### src/sv/qcpe_pkg.sv
// Shared types and constants for the quadratic curve point evaluator.
// No dependencies; used by every module of the block.
`timescale 1ns / 1ps
package qcpe_pkg;

  localparam int COORD_BITS_DEF  = 12;
  localparam int RESULT_BITS_DEF = 16;
  localparam int YW              = 13;  // knot row width

  localparam int CFG_IDX_W = 3;
  localparam logic [CFG_IDX_W-1:0] REG_KNOT_X0 = 3'd0;
  localparam logic [CFG_IDX_W-1:0] REG_KNOT_X1 = 3'd1;
  localparam logic [CFG_IDX_W-1:0] REG_KNOT_X2 = 3'd2;
  localparam logic [CFG_IDX_W-1:0] REG_KNOT_Y0 = 3'd3;
  localparam logic [CFG_IDX_W-1:0] REG_KNOT_Y1 = 3'd4;
  localparam logic [CFG_IDX_W-1:0] REG_KNOT_Y2 = 3'd5;

  // side data that rides along with a transaction through the pipeline
  typedef struct packed {
    logic signed [YW-1:0] y0;
    logic                 degen;
  } qcpe_meta_t;

endpackage

### src/sv/qcpe_div.sv
// Pipelined restoring divider for |num| / |den|, one quotient bit per stage,
// with overflow (quotient above the result range) and negative or below-one detection.
// Depends on qcpe_pkg.
`timescale 1ns / 1ps
module qcpe_div #(
  parameter int NW = 54,
  parameter int DNW = 39,
  parameter int RB = 16
) (
  input  logic                  clk,
  input  logic                  rst_n,
  input  logic                  en,
  input  logic                  v_in,
  input  logic signed [NW-1:0]  num,
  input  logic signed [DNW-1:0] den,
  input  qcpe_pkg::qcpe_meta_t  meta_in,
  output logic                  v_out,
  output logic [RB-2:0]         quo,
  output logic                  ovf,
  output logic                  below_one,
  output qcpe_pkg::qcpe_meta_t  meta_out
);
  import qcpe_pkg::*;

  localparam int CW = NW + RB;
  localparam int QW = RB - 1;
  localparam int NS = RB;  // stage 0 is the load stage, then QW step stages

  // magnitude stage
  logic          va_r;
  logic [NW-1:0] ma_r;
  logic [DNW-1:0] mb_r;
  logic          neg_r;
  qcpe_meta_t    ma_meta_r;

  logic [CW-1:0]  rem_r  [NS];
  logic [DNW-1:0] b_r    [NS];
  logic [QW-1:0]  q_r    [NS];
  logic           v_r    [NS];
  logic           ovf_r  [NS];
  logic           fb_r   [NS];
  qcpe_meta_t     meta_r [NS];

  always_ff @(posedge clk) begin
    if (!rst_n) begin
      va_r <= 1'b0;
    end else if (en) begin
      va_r <= v_in;
    end
  end

  always_ff @(posedge clk) begin
    if (en) begin
      ma_r      <= num[NW-1] ? NW'(-num) : NW'(num);
      mb_r      <= den[DNW-1] ? DNW'(-den) : DNW'(den);
      neg_r     <= num[NW-1] ^ den[DNW-1];
      ma_meta_r <= meta_in;
    end
  end

  // load stage: range checks and initial remainder
  logic [CW-1:0] a_ext, b_top;
  assign a_ext = CW'(ma_r);
  assign b_top = CW'(mb_r) << QW;

  always_ff @(posedge clk) begin
    if (!rst_n) begin
      v_r[0] <= 1'b0;
    end else if (en) begin
      v_r[0] <= va_r;
    end
  end

  always_ff @(posedge clk) begin
    if (en) begin
      rem_r[0]  <= a_ext;
      b_r[0]    <= mb_r;
      q_r[0]    <= '0;
      ovf_r[0]  <= a_ext >= b_top;
      fb_r[0]   <= neg_r || (ma_r < NW'(mb_r));
      meta_r[0] <= ma_meta_r;
    end
  end

  for (genvar j = 1; j < NS; j++) begin : g_step
    localparam int K = QW - j;
    logic [CW-1:0] sh;
    logic          ge;
    assign sh = CW'(b_r[j-1]) << K;
    assign ge = rem_r[j-1] >= sh;

    always_ff @(posedge clk) begin
      if (!rst_n) begin
        v_r[j] <= 1'b0;
      end else if (en) begin
        v_r[j] <= v_r[j-1];
      end
    end

    always_ff @(posedge clk) begin
      if (en) begin
        rem_r[j]  <= ge ? (rem_r[j-1] - sh) : rem_r[j-1];
        q_r[j]    <= {q_r[j-1][QW-2:0], ge};
        b_r[j]    <= b_r[j-1];
        ovf_r[j]  <= ovf_r[j-1];
        fb_r[j]   <= fb_r[j-1];
        meta_r[j] <= meta_r[j-1];
      end
    end
  end

  assign v_out     = v_r[NS-1];
  assign quo       = q_r[NS-1];
  assign ovf       = ovf_r[NS-1];
  assign below_one = fb_r[NS-1];
  assign meta_out  = meta_r[NS-1];

endmodule
### config.mk
export PLATFORM = sky130hd
export DESIGN_NAME = qcpe_div
export DESIGN_NICKNAME = d
export VERILOG_FILES = /design/src/sv/qcpe_pkg.sv /design/src/sv/qcpe_div.sv
export SDC_FILE = /design/constraint.sdc
export NUM_CORES = 2
export LEC_CHECK = 0
export BUFFER_PORTS_ARGS = -buffer_cell sky130_fd_sc_hd__buf_4
export CORE_ASPECT_RATIO = 2
export CORE_MARGIN = 3
export CORE_UTILIZATION = 64
export DETAILED_ROUTE_END_ITERATION = 6
export PLACE_DENSITY_LB_ADDON = 0.05
export SLEW_MARGIN = 20
export SYNTH_ARGS = -nofsm -noshare
export SYNTH_HDL_FRONTEND = slang
export SYNTH_SLANG_ARGS = --single-unit
### constraint.sdc
create_clock -name clk -period 4.8 [get_ports clk]
set_input_delay 0.72 -clock clk [delete_from_list [all_inputs] [get_ports clk]]
set_output_delay 0.72 -clock clk [all_outputs]
set_load 0.02 [all_outputs]
# Word-level counts from Yosys, hierarchy flattened
# Memories as Yosys holds them, arrays and structs flattened.
# Cells that the tools add are included.
# classes
n_reduce_logical	1
order_cmp	17
bitwise	17
muxes	38
n_addsub	17
# op_table
cell	count
$mux 70	15
$ge 70x39->1	1
$ge 70x40->1	1
$ge 70x41->1	1
$ge 70x42->1	1
$ge 70x43->1	1
$ge 70x44->1	1
$ge 70x45->1	1
$ge 70x46->1	1
$ge 70x47->1	1
$ge 70x48->1	1
$ge 70x49->1	1
$ge 70x50->1	1
$ge 70x51->1	1
$ge 70x52->1	1
$ge 70x53->1	1
$sub 70x39->70	1
$sub 70x40->70	1
$sub 70x41->70	1
$sub 70x42->70	1
$sub 70x43->70	1
$sub 70x44->70	1
$sub 70x45->70	1
$sub 70x46->70	1
other kinds (17)	52
# totals
out_inout_bits	32
ram_bits	2256
regBits	109
memories	7
elab_cells	105
# memory_table
name	words	word_bits	read_ports	rd_clocked_by_memory_dff	write_ports	line_no	source
rem_r	16	70	15	0	16	qcpe_div.sv:36	logic [CW-1:0] rem_r [NS];
b_r	16	39	15	0	16	qcpe_div.sv:37	logic [DNW-1:0] b_r [NS];
q_r	16	15	16	0	16	qcpe_div.sv:38	logic [QW-1:0] q_r [NS];
meta_r	16	14	16	0	16	qcpe_div.sv:42	qcpe_meta_t meta_r [NS];
fb_r	16	1	16	0	16	qcpe_div.sv:41	logic fb_r [NS];
ovf_r	16	1	16	0	16	qcpe_div.sv:40	logic ovf_r [NS];
+1 memories	--	--	--	--	--	--	

# Logic depth before layout (Yosys ltp)
# logic_depth
word_depth	4
depth_mapped	17
mapped_depth_nobuf	15

# Worst setup path before layout
# No wires, ideal clock.
# synth_timing
kind	input to register
start	input den[8]
end	register mb_r[32] (data pin)
slack_ns	0.890
path_stages	10
n_path_buf	0
required_time_ns	4.537
arrival_time_ns	3.648
path_cell_list	or4_4 nor4_2 and2b_1 nand3_1 or4_1 or4_1 or3_1 or3_4 o41ai_2 xnor2_1
# synth_between
elab_chain_len	2
# synth_rtl
element	line_no	source
start: declaration	qcpe_div.sv:15	input logic signed [DNW-1:0] den,
$neg 39->39	qcpe_div.sv:55	mb_r <= den[DNW-1] ? DNW'(-den) : DNW'(den);
$mux 38	qcpe_div.sv:55	
end signal: assignment	qcpe_div.sv:55	
end: declaration	qcpe_div.sv:32	logic [DNW-1:0] mb_r;
# No other way between the ends.
# A chain may end at the register's enable or synchronous reset.

==> results.yml <==
flow_run:
  maxCapViolCount: 0
sta:
  hold_violations: 0
  skew_ps: 85.89
  setup_viol: 0
  min_period_ps: 4746
  tightest_slew_ps: 1322
  fmax_mhz: 210.7
  timing.setup.tns_ps: 0
  finalCritPeriodShare: 0.9888
  hold_ws_ps: 95.77
  slew-limit-headroom: 0.1184
  worst_slack_ps: 53.96
  maxSlewViolCount: 0
cells_and_area:
  final_common_cell: "edfxtp_1"
  stdcell_count: 13020
  nets: 11310
  final_util: 0.7115
  drive_gt1_frac: 0.09176
  final_cell_mix: "2118 x edfxtp_1, 823 x a21oi_1, 803 x inv_1, 744 x nand2_1, 672 x nor2_1"
  syn2layout_area_growth_pct: 10.35
place:
  post-place-ws_ps: -37.26
  hpwl_um: 254200
  portBuffers: 142
  gp_congestion: 1.014
  dp.cells: 12640
critical_path:
  cp_data_required_time_ps: 5390
  worstSetupEndpointType: "flip-flop"
  path_class: "flip-flop to flip-flop"
  worstPathMaxFanout: 10
  setup.worst_path.start_class: "flip-flop"
  crit_arrival_ps: 5340
pwr:
  combPwrFrac: 0.400
  swShare: 0.3705
  p_int_uw: 44850
  p_leak_uw: 0.04931
  seq_power_share: 0.386
  vdd_drop_max_uv: 459.6
  switching_power_uw: 26400
  p_clk_frac: 0.214
  pwr_density_cell_nw_per_um2: 562.2
floorplanning:
  placementRows: 219
  fp.dieH_um: 605.1
  dieWidth_um: 305.5
  start_util: 0.6447
  io_pins: 143
  core_area_um2: 178100
  die_area_um2: 184900
clock_network:
  cts_buffers: 190
  path_clk_slew_ps: 70
  clk_latency_ps: 880
  clk_path_buf_depth: 4
  clockRootBuffer: "clkbuf_16"
  cts_max_level: 4
  cts_tree: "built"
  clkSinkCount: 2120
global_route:
  grt_overflow: 0
  grt_pass1_wl_um: 497400
  grt_pass1_vias: 88040
  antenna_found_initial: 9
  grt_max_degree: 154
  globalRouteTotalUtil: 0.3580
detailed_routing:
  num_vias: 83150
  drt-initial-drc-count: 6134
  routed_wl_um: 336300
  avgViaCountPerCell: 6.385
  drtAntennaViolNets: 0
  first_pass_iters: 7
  drc_errors: 2
  wl_per_cell_um: 25.83
logic_synthesis:
  syn-cell-area_um2: 114800
  synth-edff-count: 2118
  syn_nets: 10990
  synth_cells: 10200
  synth_seq_cells: 2120
  yosys_most_used_dff: "edfxtp_1"
  syn_avg_cell_area_um2: 11.26
  yosysWarningCount: 0
  async_flop_share: 0
  synth-seq-area-share: 0.5542
  synth.distinct_cells: 94
outcome:
  status: "finished, violations left"
  violations: "design-rule violations"
hold_path:
  hold_class: "input pin to flip-flop"
-- final cells by class --
type	instances	area [um2]
Inverter	807	3029
Tap cell	2320	2903
Multi-Input combinational cell	6912	46830
Clock inverter	114	1120
Fill cell	11890	51390
Sequential cell	2120	63640
Timing Repair Buffer	494	4199
Clock buffer	222	4917
Antenna cell	32	80.08
-- state kept, by name, summed over array words and instances, names as in the netlist --
| signal | count |
|---|---|
| rem_r | 1034 |
| meta_r | 224 |
| ma_meta_r | 14 |
| va_r | 1 |
| v_r | 16 |
| b_r | 585 |
| neg_r | 1 |
| q_r | 120 |
| ma_r | 54 |
| ovf_r | 16 |
| fb_r | 16 |
| mb_r | 39 |
-- what timing repair did --
item	4_1_cts	5_1_grt
buffers inserted	0	2
endpoints found under the hold margin	13	0
pin swaps	0	2
endpoints found under the setup margin	11	74
resized for setup	2	10
hold buffers	13	0
-- Yosys cell counts (15+ instances only) --
master,number,share of area
a2111oi_0,19,0.0014
a211o_1,25,0.0019
a211oi_1,70,0.0046
a21boi_0,34,0.0022
a21o_1,327,0.021
a21oi_1,824,0.036
a221oi_1,19,0.0014
a31o_2,15,0.0011
a31oi_1,68,0.0037
and2_1,46,0.0025
and3_1,71,0.0039
and4_1,18,0.0014
buf_4,42,0.0027
clkbuf_1,303,0.0099
edfxtp_1,2118,0.55
ha_1,664,0.072
inv_1,803,0.026
mux2_2,109,0.011
nand2_1,745,0.024
nand2b_1,92,0.0050
nand3_1,190,0.0083
nand3b_1,30,0.0020
nand4_1,184,0.010
nand4b_1,20,0.0015
nor2_1,673,0.022
nor2b_1,91,0.0050
nor3_1,190,0.0083
nor4_1,165,0.0090
nor4b_1,18,0.0014
o211ai_1,45,0.0029
o21a_1,72,0.0047
o21ai_0,562,0.024
o21ai_1,34,0.0015
o21bai_1,95,0.0062
o311a_1,15,0.0013
o31a_1,16,0.0012
o31ai_1,70,0.0046
o41ai_1,18,0.0014
or2_2,35,0.0019
or3_1,85,0.0046
or4_1,81,0.0053
xnor2_1,482,0.037
xor2_1,392,0.030
-- path summary, 6_finish.rpt --
kind	to	start	slack, ps	depth (start not counted)
hold reg to reg	q_r[1][3]	q_r[0][107]	410	0
hold / removal	ma_r[0]	num[0]	100	1
setup / recovery	rem_r[0][477]	rem_r[0][359]	50	13
setup reg to reg	rem_r[0][477]	rem_r[0][359]	50	13
-- cells by family (layout without fill, tap and decap cells) --
| kind of cell | Yosys count | count (layout) | synth area share |
|---|---|---|---|
| simple gates | 2777 | 2777 | 0.1199 |
| compound gates | 2463 | 2463 | 0.1331 |
| flops | 2120 | 2120 | 0.5542 |
| buf+inv | 1171 | 1637 | 0.03971 |
| xor+xnor | 874 | 874 | 0.06666 |
| fa+ha+maj | 678 | 678 | 0.07479 |
| mux | 120 | 120 | 0.01168 |
| other cells | 0 | 32 | 0 |
-- critical path: stages, from the launching register on --
cell	delay, ps
edfxtp_1	400
inv_1	90
ha_1	210
fa_1	230
nand2b_1	170
a21oi_1	80
a211oi_1	580
o211ai_1	380
a31oi_1	520
o31a_1	340
a31oi_1	180
or3_1	570
nor4_1	540
xor2_1	180
-- routing by layer --
layer | vias up | GRT usage | part of all wire
met5 | - | 0 | 0.000039
met4 | 2 | 0.3936 | 0.13
met3 | 1582 | 0.03822 | 0.036
met2 | 3492 | 0.7339 | 0.57
met1 | 39810 | 0.2535 | 0.26
li1 | 38260 | - | -
-- power groups by stage --
stage	sequential (uW)	combinational [uW]	clock (uW)
after global placement	27500	27000	0
after floorplan	26800	19300	0
after CTS	27400	28100	15300
after detailed placement	27700	27800	0
final	27500	28500	15200
after global routing	27700	30900	16000
-- metrics by stage --
stage	total power [uW]	area, um2
after floorplan	46140	114800
after global placement	54540	120400
after detailed placement	55450	120400
after CTS	70750	126600
after global routing	74640	126700
final	71240	126700
No activity file was read; power rests on OpenSTA's default activity.
